===== src/rtl/tesp_pkg.sv =====
// ----------------------------------------------------------------------------
// Terminal escape sequence parser package
// Shared constants, codes and types of the escape sequence parser.
// ----------------------------------------------------------------------------
`default_nettype none

package tesp_pkg;

    localparam int ARG_WIDTH_DEF   = 8;
    localparam int QUEUE_DEPTH_DEF = 2;

    localparam logic [7:0] CH_ESC   = 8'h1B;
    localparam logic [7:0] CH_LBRKT = 8'h5B;
    localparam logic [7:0] CH_SEMI  = 8'h3B;
    localparam logic [7:0] CH_J     = 8'h4A;
    localparam logic [7:0] CH_H     = 8'h48;
    localparam logic [7:0] CH_0     = 8'h30;
    localparam logic [7:0] CH_9     = 8'h39;

    typedef enum logic [1:0] {
        ACT_PRINT = 2'd0,
        ACT_CLEAR = 2'd1,
        ACT_HOME  = 2'd2,
        ACT_MOVE  = 2'd3
    } t_action;

    typedef enum logic [1:0] {
        PH_IDLE  = 2'd0,
        PH_ESC   = 2'd1,
        PH_PARAM = 2'd2
    } t_phase;

    localparam logic [1:0] CNT_ZERO = 2'd0;
    localparam logic [1:0] CNT_ONE  = 2'd1;
    localparam logic [1:0] CNT_TWO  = 2'd2;
    localparam logic [1:0] CNT_SAT  = 2'd3;

    typedef struct packed {
        logic       is_print;
        logic [7:0] code;
        logic [1:0] arg_count;
    } t_cmd_ctrl;

endpackage

`default_nettype wire


===== src/rtl/tesp_ifs.sv =====
// ----------------------------------------------------------------------------
// Terminal escape sequence parser channels
// Valid/ready channels for incoming bytes and outgoing terminal commands.
// ----------------------------------------------------------------------------
`default_nettype none

interface tesp_byte_if;
    logic       valid;
    logic       ready;
    logic [7:0] data_byte;
    logic       last;

    modport source (output valid, output data_byte, output last, input ready);
    modport sink   (input valid, input data_byte, input last, output ready);
endinterface

interface tesp_cmd_if;
    logic       valid;
    logic       ready;
    logic [1:0] action;
    logic [7:0] char_code;
    logic [7:0] row_param;
    logic [7:0] col_param;

    modport source (output valid, output action, output char_code, output row_param,
                    output col_param, input ready);
    modport sink   (input valid, input action, input char_code, input row_param,
                    input col_param, output ready);
endinterface

`default_nettype wire


===== src/rtl/tesp_front.sv =====
// ----------------------------------------------------------------------------
// Escape sequence parser front end
// Tracks the sequence phase, gathers parameters and hands completed
// print and command items to the queue.
// ----------------------------------------------------------------------------
`default_nettype none

module tesp_front
    import tesp_pkg::*;
#(
    parameter int ARG_WIDTH = ARG_WIDTH_DEF
) (
    input  wire logic                 i_clk,
    input  wire logic                 i_rst_n,
    input  wire logic                 i_valid,
    output logic                      o_ready,
    input  wire logic [7:0]           i_data_byte,
    input  wire logic                 i_last,
    input  wire logic                 i_q_full,
    output logic                      o_push,
    output t_cmd_ctrl                 o_ctrl,
    output logic [ARG_WIDTH-1:0]      o_arg0,
    output logic [ARG_WIDTH-1:0]      o_arg1
);

    localparam int                   PROD_W  = ARG_WIDTH + 4;
    localparam logic [PROD_W-1:0]    ARG_MAX = PROD_W'({ARG_WIDTH{1'b1}});

    t_phase                 r_phase, n_phase;
    logic [ARG_WIDTH-1:0]   r_arg0, n_arg0;
    logic [ARG_WIDTH-1:0]   r_arg1, n_arg1;
    logic [ARG_WIDTH-1:0]   r_acc, n_acc;
    logic [1:0]             r_cnt, n_cnt;
    logic                   r_seen, n_seen;

    logic                   accept;
    logic                   is_digit;
    logic [PROD_W-1:0]      acc_prod;
    logic [ARG_WIDTH-1:0]   acc_digit;
    logic [ARG_WIDTH-1:0]   fin_arg0;
    logic [ARG_WIDTH-1:0]   fin_arg1;
    logic [1:0]             fin_cnt;

    assign o_ready  = !i_q_full;
    assign accept   = i_valid && !i_q_full;
    assign is_digit = (i_data_byte >= CH_0) && (i_data_byte <= CH_9);

    assign acc_prod = (PROD_W'(r_acc) << 3) + (PROD_W'(r_acc) << 1)
                    + PROD_W'(i_data_byte - CH_0);
    assign acc_digit = (acc_prod > ARG_MAX) ? ARG_MAX[ARG_WIDTH-1:0]
                                            : acc_prod[ARG_WIDTH-1:0];

    assign fin_arg0 = (r_cnt == CNT_ZERO) ? r_acc : r_arg0;
    assign fin_arg1 = (r_cnt == CNT_ONE)  ? r_acc : r_arg1;
    assign fin_cnt  = (r_cnt == CNT_SAT)  ? CNT_SAT : r_cnt + 2'd1;

    always_comb begin
        n_phase = r_phase;
        if (accept) begin
            unique case (r_phase)
                PH_IDLE: begin
                    if (i_data_byte == CH_ESC) begin
                        n_phase = PH_ESC;
                    end
                end
                PH_ESC: begin
                    n_phase = (i_data_byte == CH_LBRKT) ? PH_PARAM : PH_IDLE;
                end
                PH_PARAM: begin
                    if (!is_digit && i_data_byte != CH_SEMI) begin
                        n_phase = PH_IDLE;
                    end
                end
                default: n_phase = PH_IDLE;
            endcase
            if (i_last) begin
                n_phase = PH_IDLE;
            end
        end
    end

    always_comb begin
        n_arg0          = r_arg0;
        n_arg1          = r_arg1;
        n_acc           = r_acc;
        n_cnt           = r_cnt;
        n_seen          = r_seen;
        o_push          = 1'b0;
        o_ctrl.is_print = 1'b0;
        o_ctrl.code     = i_data_byte;
        o_ctrl.arg_count = CNT_ZERO;
        o_arg0          = '0;
        o_arg1          = '0;
        unique case (r_phase)
            PH_IDLE: begin
                if (i_data_byte != CH_ESC) begin
                    o_push          = accept;
                    o_ctrl.is_print = 1'b1;
                end else begin
                    n_arg0 = '0;
                    n_arg1 = '0;
                    n_acc  = '0;
                    n_cnt  = CNT_ZERO;
                    n_seen = 1'b0;
                end
            end
            PH_ESC: begin
                n_arg0 = '0;
                n_arg1 = '0;
                n_acc  = '0;
                n_cnt  = CNT_ZERO;
                n_seen = 1'b0;
                if (i_data_byte != CH_LBRKT) begin
                    o_push = accept;
                end
            end
            PH_PARAM: begin
                if (is_digit) begin
                    n_acc  = acc_digit;
                    n_seen = 1'b1;
                end else if (i_data_byte == CH_SEMI) begin
                    n_arg0 = fin_arg0;
                    n_arg1 = fin_arg1;
                    n_cnt  = fin_cnt;
                    n_acc  = '0;
                    n_seen = 1'b1;
                end else begin
                    o_push = accept;
                    if (r_seen) begin
                        o_ctrl.arg_count = fin_cnt;
                        o_arg0           = fin_arg0;
                        o_arg1           = fin_arg1;
                    end else begin
                        o_ctrl.arg_count = r_cnt;
                        o_arg0           = r_arg0;
                        o_arg1           = r_arg1;
                    end
                    n_arg0 = '0;
                    n_arg1 = '0;
                    n_acc  = '0;
                    n_cnt  = CNT_ZERO;
                    n_seen = 1'b0;
                end
            end
            default: begin
                n_arg0 = '0;
                n_arg1 = '0;
                n_acc  = '0;
                n_cnt  = CNT_ZERO;
                n_seen = 1'b0;
            end
        endcase
        if (i_last) begin
            n_arg0 = '0;
            n_arg1 = '0;
            n_acc  = '0;
            n_cnt  = CNT_ZERO;
            n_seen = 1'b0;
        end
    end

    always_ff @(posedge i_clk) begin
        if (!i_rst_n) begin
            r_phase <= PH_IDLE;
            r_arg0  <= '0;
            r_arg1  <= '0;
            r_acc   <= '0;
            r_cnt   <= CNT_ZERO;
            r_seen  <= 1'b0;
        end else begin
            r_phase <= n_phase;
            if (accept) begin
                r_arg0 <= n_arg0;
                r_arg1 <= n_arg1;
                r_acc  <= n_acc;
                r_cnt  <= n_cnt;
                r_seen <= n_seen;
            end
        end
    end

endmodule

`default_nettype wire


===== src/rtl/tesp_queue.sv =====
// ----------------------------------------------------------------------------
// Escape sequence parser command queue
// Small first-in first-out queue between the parser and the command stage.
// ----------------------------------------------------------------------------
`default_nettype none

module tesp_queue
    import tesp_pkg::*;
#(
    parameter int DATA_W = 8,
    parameter int DEPTH  = QUEUE_DEPTH_DEF
) (
    input  wire logic              i_clk,
    input  wire logic              i_rst_n,
    input  wire logic              i_push,
    input  wire logic [DATA_W-1:0] i_data,
    output logic                   o_full,
    input  wire logic              i_pop,
    output logic                   o_valid,
    output logic [DATA_W-1:0]      o_data
);

    localparam int PTR_W = (DEPTH > 1) ? $clog2(DEPTH) : 1;
    localparam int CNT_W = $clog2(DEPTH + 1);
    localparam logic [PTR_W-1:0] PTR_LAST = PTR_W'(DEPTH - 1);
    localparam logic [CNT_W-1:0] CNT_FULL = CNT_W'(DEPTH);

    logic [DATA_W-1:0] r_mem [DEPTH];
    logic [PTR_W-1:0]  r_wr_ptr, n_wr_ptr;
    logic [PTR_W-1:0]  r_rd_ptr, n_rd_ptr;
    logic [CNT_W-1:0]  r_count, n_count;
    logic              do_pop;

    assign o_full  = (r_count == CNT_FULL);
    assign o_valid = (r_count != '0);
    assign o_data  = r_mem[r_rd_ptr];
    assign do_pop  = i_pop && o_valid;

    always_comb begin
        n_wr_ptr = r_wr_ptr;
        n_rd_ptr = r_rd_ptr;
        n_count  = r_count;
        if (i_push) begin
            n_wr_ptr = (r_wr_ptr == PTR_LAST) ? '0 : r_wr_ptr + 1'b1;
        end
        if (do_pop) begin
            n_rd_ptr = (r_rd_ptr == PTR_LAST) ? '0 : r_rd_ptr + 1'b1;
        end
        if (i_push && !do_pop) begin
            n_count = r_count + 1'b1;
        end else if (!i_push && do_pop) begin
            n_count = r_count - 1'b1;
        end
    end

    always_ff @(posedge i_clk) begin
        if (!i_rst_n) begin
            r_wr_ptr <= '0;
            r_rd_ptr <= '0;
            r_count  <= '0;
        end else begin
            r_wr_ptr <= n_wr_ptr;
            r_rd_ptr <= n_rd_ptr;
            r_count  <= n_count;
        end
    end

    always_ff @(posedge i_clk) begin
        if (i_push) begin
            r_mem[r_wr_ptr] <= i_data;
        end
    end

endmodule

`default_nettype wire


===== src/rtl/tesp_back.sv =====
// ----------------------------------------------------------------------------
// Escape sequence parser command stage
// Decodes queued items into terminal commands and holds them in an
// output register until the downstream side takes them.
// ----------------------------------------------------------------------------
`default_nettype none

module tesp_back
    import tesp_pkg::*;
#(
    parameter int ARG_WIDTH = ARG_WIDTH_DEF
) (
    input  wire logic                 i_clk,
    input  wire logic                 i_rst_n,
    input  wire logic                 i_q_valid,
    output logic                      o_pop,
    input  wire t_cmd_ctrl            i_ctrl,
    input  wire logic [ARG_WIDTH-1:0] i_arg0,
    input  wire logic [ARG_WIDTH-1:0] i_arg1,
    output logic                      o_valid,
    input  wire logic                 i_ready,
    output logic [1:0]                o_action,
    output logic [7:0]                o_char_code,
    output logic [7:0]                o_row_param,
    output logic [7:0]                o_col_param
);

    localparam int EXT_W = ARG_WIDTH + 8;

    logic               r_valid;
    t_action            r_action, n_action;
    logic [7:0]         r_char, n_char;
    logic [7:0]         r_row, n_row;
    logic [7:0]         r_col, n_col;
    logic               has_result;
    logic [EXT_W-1:0]   arg0_ext;
    logic [EXT_W-1:0]   arg1_ext;

    assign arg0_ext = EXT_W'(i_arg0);
    assign arg1_ext = EXT_W'(i_arg1);
    assign o_pop    = i_q_valid && (!r_valid || i_ready);

    always_comb begin
        has_result = 1'b0;
        n_action   = ACT_PRINT;
        n_char     = 8'd0;
        n_row      = 8'd0;
        n_col      = 8'd0;
        if (i_ctrl.is_print) begin
            has_result = 1'b1;
            n_char     = i_ctrl.code;
        end else if (i_ctrl.code == CH_J) begin
            if (i_ctrl.arg_count != CNT_ZERO && i_arg0 == ARG_WIDTH'(2)) begin
                has_result = 1'b1;
                n_action   = ACT_CLEAR;
            end
        end else if (i_ctrl.code == CH_H) begin
            if (i_ctrl.arg_count == CNT_ZERO) begin
                has_result = 1'b1;
                n_action   = ACT_HOME;
            end else if (i_ctrl.arg_count == CNT_TWO) begin
                has_result = 1'b1;
                n_action   = ACT_MOVE;
                n_row      = arg0_ext[7:0];
                n_col      = arg1_ext[7:0];
            end
        end
    end

    always_ff @(posedge i_clk) begin
        if (!i_rst_n) begin
            r_valid <= 1'b0;
        end else if (o_pop) begin
            r_valid <= has_result;
        end else if (i_ready) begin
            r_valid <= 1'b0;
        end
    end

    always_ff @(posedge i_clk) begin
        if (o_pop) begin
            r_action <= n_action;
            r_char   <= n_char;
            r_row    <= n_row;
            r_col    <= n_col;
        end
    end

    assign o_valid     = r_valid;
    assign o_action    = r_action;
    assign o_char_code = r_char;
    assign o_row_param = r_row;
    assign o_col_param = r_col;

endmodule

`default_nettype wire


===== src/rtl/terminal_escape_sequence_parser_core.sv =====
// ----------------------------------------------------------------------------
// Terminal escape sequence parser
// Turns a byte stream into print, clear-screen, cursor-home and
// cursor-move commands.
// ----------------------------------------------------------------------------
// The block takes one byte per clock cycle while the queue is not full,
// since each accepted byte updates the parser state registers directly.
// A transfer on the byte channel reaches the command channel through the
// parser, the queue (two entries by default) and the output register, in
// that order. Bytes that open or continue an escape sequence, and commands
// that are not recognised, give no transfer on the command channel. The
// byte channel stalls only when the queue is full, which happens when the
// command channel is held off.
`default_nettype none

module terminal_escape_sequence_parser_core
    import tesp_pkg::*;
#(
    parameter int ARG_WIDTH   = ARG_WIDTH_DEF,
    parameter int QUEUE_DEPTH = QUEUE_DEPTH_DEF
) (
    input  wire logic  i_clk,
    input  wire logic  i_rst_n,
    tesp_byte_if.sink  i_byte,
    tesp_cmd_if.source o_cmd
);

    localparam int CTRL_W = $bits(t_cmd_ctrl);
    localparam int DATA_W = CTRL_W + 2 * ARG_WIDTH;

    logic                 q_full;
    logic                 push;
    t_cmd_ctrl            push_ctrl;
    logic [ARG_WIDTH-1:0] push_arg0;
    logic [ARG_WIDTH-1:0] push_arg1;
    logic                 pop;
    logic                 q_valid;
    logic [DATA_W-1:0]    q_data;
    t_cmd_ctrl            pop_ctrl;

    tesp_front #(
        .ARG_WIDTH (ARG_WIDTH)
    ) u_front (
        .i_clk       (i_clk),
        .i_rst_n     (i_rst_n),
        .i_valid     (i_byte.valid),
        .o_ready     (i_byte.ready),
        .i_data_byte (i_byte.data_byte),
        .i_last      (i_byte.last),
        .i_q_full    (q_full),
        .o_push      (push),
        .o_ctrl      (push_ctrl),
        .o_arg0      (push_arg0),
        .o_arg1      (push_arg1)
    );

    tesp_queue #(
        .DATA_W (DATA_W),
        .DEPTH  (QUEUE_DEPTH)
    ) u_queue (
        .i_clk   (i_clk),
        .i_rst_n (i_rst_n),
        .i_push  (push),
        .i_data  ({push_ctrl, push_arg0, push_arg1}),
        .o_full  (q_full),
        .i_pop   (pop),
        .o_valid (q_valid),
        .o_data  (q_data)
    );

    assign pop_ctrl = t_cmd_ctrl'(q_data[DATA_W-1 -: CTRL_W]);

    tesp_back #(
        .ARG_WIDTH (ARG_WIDTH)
    ) u_back (
        .i_clk       (i_clk),
        .i_rst_n     (i_rst_n),
        .i_q_valid   (q_valid),
        .o_pop       (pop),
        .i_ctrl      (pop_ctrl),
        .i_arg0      (q_data[2*ARG_WIDTH-1 -: ARG_WIDTH]),
        .i_arg1      (q_data[ARG_WIDTH-1:0]),
        .o_valid     (o_cmd.valid),
        .i_ready     (o_cmd.ready),
        .o_action    (o_cmd.action),
        .o_char_code (o_cmd.char_code),
        .o_row_param (o_cmd.row_param),
        .o_col_param (o_cmd.col_param)
    );

endmodule

`default_nettype wire

===== src/flat_wrapper.sv =====
// flat-port wrapper written by rule: the top's interface ports become plain ports
module terminal_escape_sequence_parser_core_flat import tesp_pkg::*;
#(
    parameter int ARG_WIDTH   = ARG_WIDTH_DEF,
    parameter int QUEUE_DEPTH = QUEUE_DEPTH_DEF
)
  (i_clk, i_rst_n, i_byte_valid, i_byte_data_byte, i_byte_last, i_byte_ready, o_cmd_valid, o_cmd_action, o_cmd_char_code, o_cmd_row_param, o_cmd_col_param, o_cmd_ready);
  tesp_byte_if i_byte_i ();
  tesp_cmd_if o_cmd_i ();
  input  wire logic i_clk;
  input  wire logic i_rst_n;
  input wire logic [$bits(i_byte_i.valid)-1:0] i_byte_valid;
  input wire logic [$bits(i_byte_i.data_byte)-1:0] i_byte_data_byte;
  input wire logic [$bits(i_byte_i.last)-1:0] i_byte_last;
  output wire logic [$bits(i_byte_i.ready)-1:0] i_byte_ready;
  output wire logic [$bits(o_cmd_i.valid)-1:0] o_cmd_valid;
  output wire logic [$bits(o_cmd_i.action)-1:0] o_cmd_action;
  output wire logic [$bits(o_cmd_i.char_code)-1:0] o_cmd_char_code;
  output wire logic [$bits(o_cmd_i.row_param)-1:0] o_cmd_row_param;
  output wire logic [$bits(o_cmd_i.col_param)-1:0] o_cmd_col_param;
  input wire logic [$bits(o_cmd_i.ready)-1:0] o_cmd_ready;
  assign i_byte_i.valid = i_byte_valid;
  assign i_byte_i.data_byte = i_byte_data_byte;
  assign i_byte_i.last = i_byte_last;
  assign i_byte_ready = i_byte_i.ready;
  assign o_cmd_valid = o_cmd_i.valid;
  assign o_cmd_action = o_cmd_i.action;
  assign o_cmd_char_code = o_cmd_i.char_code;
  assign o_cmd_row_param = o_cmd_i.row_param;
  assign o_cmd_col_param = o_cmd_i.col_param;
  assign o_cmd_i.ready = o_cmd_ready;
  terminal_escape_sequence_parser_core #(.ARG_WIDTH(ARG_WIDTH), .QUEUE_DEPTH(QUEUE_DEPTH)) u_core (.i_clk(i_clk), .i_rst_n(i_rst_n), .i_byte(i_byte_i), .o_cmd(o_cmd_i));
endmodule

===== config.mk =====
export PLATFORM = sky130hd
export DESIGN_NAME = terminal_escape_sequence_parser_core_flat
export DESIGN_NICKNAME = d
export VERILOG_FILES = /design/src/rtl/tesp_pkg.sv /design/src/rtl/tesp_ifs.sv /design/src/rtl/tesp_front.sv /design/src/rtl/tesp_queue.sv /design/src/rtl/tesp_back.sv /design/src/rtl/terminal_escape_sequence_parser_core.sv /design/src/flat_wrapper.sv
export SDC_FILE = /design/constraint.sdc
export NUM_CORES = 1
export LEC_CHECK = 0
export BUFFER_PORTS_ARGS = -buffer_cell sky130_fd_sc_hd__buf_2
export CORE_MARGIN = 2
export CORE_UTILIZATION = 60
export DETAILED_ROUTE_END_ITERATION = 6
export PLACE_DENSITY = 0.83
export SKIP_CTS_REPAIR_TIMING = 1
export SYNTH_ARGS = -nofsm -noshare
export SYNTH_HDL_FRONTEND = slang
export SYNTH_SLANG_ARGS = --single-unit

===== constraint.sdc =====
create_clock -name i_clk -period 6.1 [get_ports i_clk]
set_input_delay 0.61 -clock i_clk [delete_from_list [all_inputs] [get_ports i_clk]]
set_output_delay 0.61 -clock i_clk [all_outputs]
set_load 0.02 [all_outputs]

==> Word-level counts from Yosys, hierarchy flattened <==
Memory sizes are Yosys's and may differ from the RTL's. A register that Yosys moved wholly into a read port is not among the register bits.
Index checks and enable logic that the tools add are counted.
{ "word_totals": {"register_bits": 60, "ram_bits": 54, "input_bits": 13, "output_inout_bits": 28, "elab_cells": 143, "mem_count": 1} }
{ "memory_table": {"columns": ["memory", "words", "width", "read_ports", "rd_clocked_by_memory_dff", "write_ports", "line_no", "rtl"], "rows": [
  ["u_core.u_queue.r_mem", 2, 27, 1, 1, 1, "tesp_queue.sv:28", "logic [DATA_W-1:0] r_mem [DEPTH];"]
]} }
{ "classes": {"n_addsub": 8, "magnitude_cmp": 3, "eq_ne": 19, "mux": 71, "n_bitwise": 2, "n_reduce_logical": 25} }
{ "ops": {"columns": ["op", "count"], "rows": [
  ["$mux 8", 20],
  ["$pmux 8 s2", 3],
  ["$mux 2", 19],
  ["$mux 1", 25],
  ["$eq 8x7->1 const B", 3],
  ["$add 11x9->12", 1],
  ["$add 12x12->12", 1],
  ["$gt 12x8->1 const B", 1],
  ["$ne 3x3->1 const B", 4],
  ["$sub 8x6->9 const B", 1],
  ["$eq 2x2->1 const B", 4],
  ["$eq 8x2->1 const B", 1],
  ["$eq 8x5->1 const B", 1],
  ["$eq 8x6->1 const B", 1],
  ["$ge 8x6->1 const B", 1],
  ["$le 8x6->1 const B", 1],
  ["$logic_and 1x1->1", 8],
  ["$ne 8x5->1 const B", 1],
  ["$ne 8x6->1 const B", 1],
  ["$ne 8x7->1 const B", 1],
  ["$reduce_bool 2->1", 4],
  ["$logic_not 2->1", 3],
  ["$pmux 2 s3", 1],
  ["$reduce_and 3->1", 2],
  ["12 further kinds", 20]
]} }

==> Logic depth before layout (Yosys ltp) <==
{ "depth": {"word_depth": 10, "mapped_depth": 12, "depth_no_buf": 11} }

==> Cells and area by module <==
Synthesis repeated with hierarchy kept, for this count alone.
{ "hier_totals": {"cells_unflattened": 459, "area_unflattened_um2": 5562.8} }
{ "by_module_without_submodules": {"columns": ["module", "n_inst", "cells_each", "area_each_um2", "seq_area_each_um2"], "rows": [
  ["tesp_front", 1, 282, 2287.2, 580.6],
  ["tesp_queue", 1, 106, 2165.8, 1721.7],
  ["tesp_back", 1, 71, 1109.8, 800.8]
]} }

==> Worst setup path after synthesis <==
Ideal clock, no wire load.
{ "synth_path": {"path_kind": "input to register", "start": "input port i_byte_data_byte[6]", "end": "register u_core.u_front.r_acc[0]", "setup_ps": 158, "arrival_time_ps": 3198, "required_time_ps": 5942, "slack_ps": 2744, "stages": 11, "n_path_buf": 1, "cell_sequence": "or2_1 -> nor2_1 -> fa_1 -> ha_1 -> clkbuf_1 -> o21ai_0 -> o2bb2ai_1 -> nor3_1 -> nand4_1 -> o31ai_1 -> nand3_1"} }
{ "synth_via": {"elab_chain_len": 7, "word_cells_on_any_way": 13, "cone_classes": "add/sub: 2; order compare: 3; eq/ne: 2; mux: 4; reduce/logical: 2"} }
{ "synth_rtl": {"columns": ["element", "line_no", "rtl"], "rows": [
  ["start, declared", "flat_wrapper.sv:13", "input wire logic [$bits(i_byte_i.data_byte)-1:0] i_byte_data_byte;"],
  ["$sub 8x6->9", "tesp_front.sv:49", "+ PROD_W'(i_data_byte - CH_0);"],
  ["$add 12x12->12", "tesp_front.sv:49", null],
  ["$gt 12x8->1", "tesp_front.sv:50", "assign acc_digit = (acc_prod > ARG_MAX) ? ARG_MAX[ARG_WIDTH-1:0]"],
  ["$mux 8", "tesp_front.sv:50", null],
  ["$mux 8", "tesp_front.sv:118", "if (is_digit) begin"],
  ["$pmux 8 s2", "tesp_front.sv:94", "unique case (r_phase)"],
  ["$mux 8", "tesp_front.sv:153", "if (i_last) begin"],
  ["end signal, assigned", "tesp_front.sv:175", "r_acc <= n_acc;"],
  ["end, declared", "tesp_front.sv:32", "logic [ARG_WIDTH-1:0] r_acc, n_acc;"]
]} }
Several ways; a longest one is shown, not always the timed one.
A chain may end at the register's enable or synchronous reset.

==> Final worst setup path <==
{ "layout_path": {"start": "input port i_byte_data_byte[6]", "end": "register u_core.u_front.r_acc[6]"} }
Same word-level chain as after synthesis.

==> flow_summary_export.csv <==
group,metric,value,unit
global_routing,grt_usage,0.240,
status,status,"completed",
place,place_inst,602,
timing,min_period,3310,ps
timing,finalSetupViolations,0,
place,dp_hpwl,7430,um
timing,skew,7.60,ps
final_layout,finalNonFillerCells,634,
logic_synthesis,syn_nets,502,
clocking,cts_tree,"yes",
logic_synthesis,synth_area,5420,um2
timing,rsz0062_at_grt,"no",
routing,routed_via_density,6.03,
clocking,clk_latency,520,ps
routing,wl_met3,682,um
routing,drtIter0Drc,382,
power_and_ir_drop,worst_ir_drop_vdd,0.203,mV
final_layout,final_nets,549,
timing,worst_slack,2790,ps
logic_synthesis,yosysWarnings,0,
place,io_buffers,40,
setup_path,cp-end-kind,"register",
floorplan,start_util,0.619,
clocking,clock_sinks,115,
floorplan,fp.coreArea,8760,um2
routing,drc,0,
setup_path,reg2reg_to,"u_core.u_front.r_acc[6]",
routing,wl_met2,5720,um
final_layout,area_growth,14.6,%
global_routing,grt_first_pass_wirelength,18100,um
routing,ant_nets,0,
logic_synthesis,synth_cells,466,
logic_synthesis,synth_ff_type,"edfxtp_1",
routing,highest_layer,"met4",
clocking,numCtsBuffers,17,
global_routing,antenna_found_initial,0,
logic_synthesis,synth-seq-area-share,0.572,
clocking,path_clk_slew,60,ps
setup_path,cp-endpoint,"u_core.u_front.r_acc[6]",
logic_synthesis,synth_seq_cells,115,
floorplan,chipHeight,99.1,um
power_and_ir_drop,p_leak,2.35,nW
place,placed_area,5700,um2
place,post-place-ws,2260,ps
floorplan,row_count,34,
timing,tightest_slew,1230,ps
timing,drv_slew,0,
setup_path,path_max_fanout,11,
global_routing,overflow,0,
setup_path,startpoint_type,"input port",
logic_synthesis,synth_top_area_frac,0.443,
logic_synthesis,synth.distinct_cells,54,
routing,wl_met1,4460,um
final_layout,fill_cells,598,
timing,tns,0,ps
timing,fmax,0.302,GHz
timing,whs,357,ps
setup_path,r2r_setup_slack,2930,ps
setup_path,crit_type,"in -> reg",
final_layout,layout-drive-gt1-share,0.154,
routing,routedWlPerCell,17.4,um
setup_path,cp_data_arrival_time,3660,ps
power_and_ir_drop,powerDensity,392,nW/um2
logic_synthesis,synthTopCellsByArea,"edfxtp_1 44%, dfxtp_1 13%, mux2i_1 9.2%",
logic_synthesis,syn_area_per_cell,11.6,um2
worst_hold_path,hold_path_class,"in -> reg",
setup_path,worstReg2RegStart,"u_core.u_front.r_acc[3]",
routing,wl,11000,um
global_routing,grt_pass1_vias,3696,
floorplan,io_pins,41,
timing,finalHoldViolations,0,
routing,vias,3821,
logic_synthesis,synthArstFlopShare,0,
setup_path,critPathRequiredTime,6450,ps
logic_synthesis,yosysTopAreaCell,"edfxtp_1",
clocking,cts_buffer_depth,2,
timing,max_slew_margin,0.178,
logic_synthesis,synth_edf_count,80,
floorplan,die_width,99.1,um
place,gp_congestion,0.812,
setup_path,crit_start,"i_byte_data_byte[6]",
clocking,root_buffer,"clkbuf_8",
global_routing,grt_max_degree,36,
run,maxCapViolCount,0,
final_layout,diodes,0,
timing,period_share,0.543,
floorplan,die-area,9810,um2
setup_path,worstRegToRegCells,9,
clocking,cts-htree-levels,4,
final_layout,stdcell_area,6210,um2
routing,first_pass_iters,5,
==> sequential cells by signal (all words and copies together), names as in the netlist, named ones only <==
signal and flops:
u_core.u_queue.r_mem 54, u_core.u_back.o_char_code 8, u_core.u_back.o_col_param 8, u_core.u_back.o_row_param 8, u_core.u_front.r_acc 8, u_core.u_front.r_arg0 8
u_core.u_front.r_arg1 8, u_core.u_back.o_action 2, u_core.u_front.r_cnt 2, u_core.u_front.r_phase 2, u_core.u_queue.r_count 2, u_core.u_back.o_valid 1
u_core.u_front.r_seen 1, u_core.u_queue.r_rd_ptr 1, u_core.u_queue.r_wr_ptr 1
==> cells by family (layout without fill, tap and decap cells) <==
family	count (synthesis)	in the layout	share of synthesized area
multiplexers	51	51	0.0944
adder cells (fa/ha/maj)	23	23	0.0628
AO/OA/AOI/OAI	74	74	0.0831
AND/OR/NAND/NOR	161	161	0.143
XOR/XNOR	9	9	0.0145
flip-flops	115	115	0.572
buffers and inverters	33	93	0.0302
==> power breakdown <==
group | internal [mW] | switching, mW | total [mW] | leakage [nW]
Combinational | 0.182 | 0.356 | 0.538 | 1.05
Clock | 0.495 | 0.343 | 0.838 | 0.241
Sequential | 1.01 | 0.0504 | 1.06 | 1.05
Total | 1.69 | 0.750 | 2.44 | 2.35
==> critical path: stages <==
cell       delay (ps)
buf_2             150
or2_1             290
nor2_1            250
fa_1              470
ha_1              470
o21ai_0           140
o2bb2ai_1         140
nor3_1            190
nand4_1           110
o31ai_1           680
nand3_1           160
==> worst min path at each step <==
stage | slack [ps] | cells past startpoint | startpoint | end
floorplan | 450 | 2 | u_core.u_queue.r_wr_ptr | u_core.u_queue.r_wr_ptr
global placement | 470 | 2 | u_core.u_queue.r_wr_ptr | u_core.u_queue.r_wr_ptr
detailed placement | 490 | 2 | u_core.u_front.r_arg1[6] | u_core.u_front.r_arg1[6]
CTS | 340 | 1 | i_byte_data_byte[7] | u_core.u_queue.r_mem[1][25]
global route | 340 | 1 | i_byte_data_byte[7] | u_core.u_queue.r_mem[1][25]
finish | 360 | 1 | i_byte_data_byte[7] | u_core.u_queue.r_mem[1][25]
==> cell usage in the layout, fill, tap and decap left out, types with 2 or more instances in the layout <==
| master | n |
|---|---|
| edfxtp_1 | 80 |
| nor2_1 | 70 |
| mux2i_1 | 50 |
| buf_2 | 40 |
| dfxtp_1 | 35 |
| nand2_1 | 29 |
| a21oi_1 | 29 |
| ha_1 | 16 |
| clkbuf_16 | 16 |
| inv_1 | 15 |
| o21ai_0 | 11 |
| nand3_1 | 11 |
| nand2b_1 | 9 |
| nor3_1 | 8 |
| a22oi_1 | 8 |
| fa_1 | 7 |
| xor2_1 | 6 |
| buf_4 | 6 |
| o211ai_1 | 5 |
| nor2b_1 | 4 |
| o22ai_1 | 4 |
| clkinv_2 | 4 |
| clkinvlp_4 | 4 |
| xnor2_1 | 3 |
| or3_1 | 3 |
| a31oi_1 | 3 |
| nor3b_1 | 3 |
| a211oi_1 | 3 |
| nand4_1 | 3 |
| clkinv_4 | 3 |
| nor4_1 | 2 |
| or2_1 | 2 |
| and2_1 | 2 |
| o21ai_1 | 2 |
| and3_1 | 2 |
| and4b_1 | 2 |
| clkbuf_1 | 2 |
==> layout make-up <==
cell class              count  area [um2]  share of cell area
flip-flops and latches    115        3100               0.499
multi-input cells         318        2160               0.348
clock buffers              19         422              0.0678
repair buffers             46         245              0.0395
well taps                 108         135              0.0217
clock inverters            13        88.8              0.0143
inverters                  15        56.3             0.00906
==> routing by layer <==
metal / vias to the layer above / global-route usage
met5: - / 0
met1: 1832 / 0.281
li1: 1799 / -
met3: 16 / 0.0667
met4: 0 / 0.0885
met2: 174 / 0.422
==> through the flow <==
| step | util | total power, mW |
|---|---|---|
| 4_1_cts | 0.709 | 2.45 |
| 5_1_grt | 0.709 | 2.53 |
| 3_5_place_dp | 0.651 | 1.61 |
| 2_1_floorplan | - | 1.47 |
| 6_report | 0.709 | 2.44 |
| 3_3_place_gp | 0.651 | 1.59 |
==> synth_stat cells, drive strengths merged (3+ instances only) <==
| cell type | n |
|---|---|
| a211oi | 3 |
| a21oi | 29 |
| a22oi | 8 |
| a31oi | 3 |
| buf | 8 |
| clkbuf | 10 |
| dfxtp | 35 |
| edfxtp | 80 |
| fa | 7 |
| ha | 16 |
| inv | 15 |
| mux2i | 50 |
| nand2 | 29 |
| nand2b | 9 |
| nand3 | 11 |
| nand4 | 3 |
| nor2 | 70 |
| nor2b | 5 |
| nor3 | 8 |
| nor3b | 3 |
| nor4 | 3 |
| o211ai | 5 |
| o21ai | 13 |
| o22ai | 4 |
| or2 | 3 |
| or3 | 3 |
| xnor2 | 3 |
| xor2 | 6 |
(Power assumes the default switching activity.)
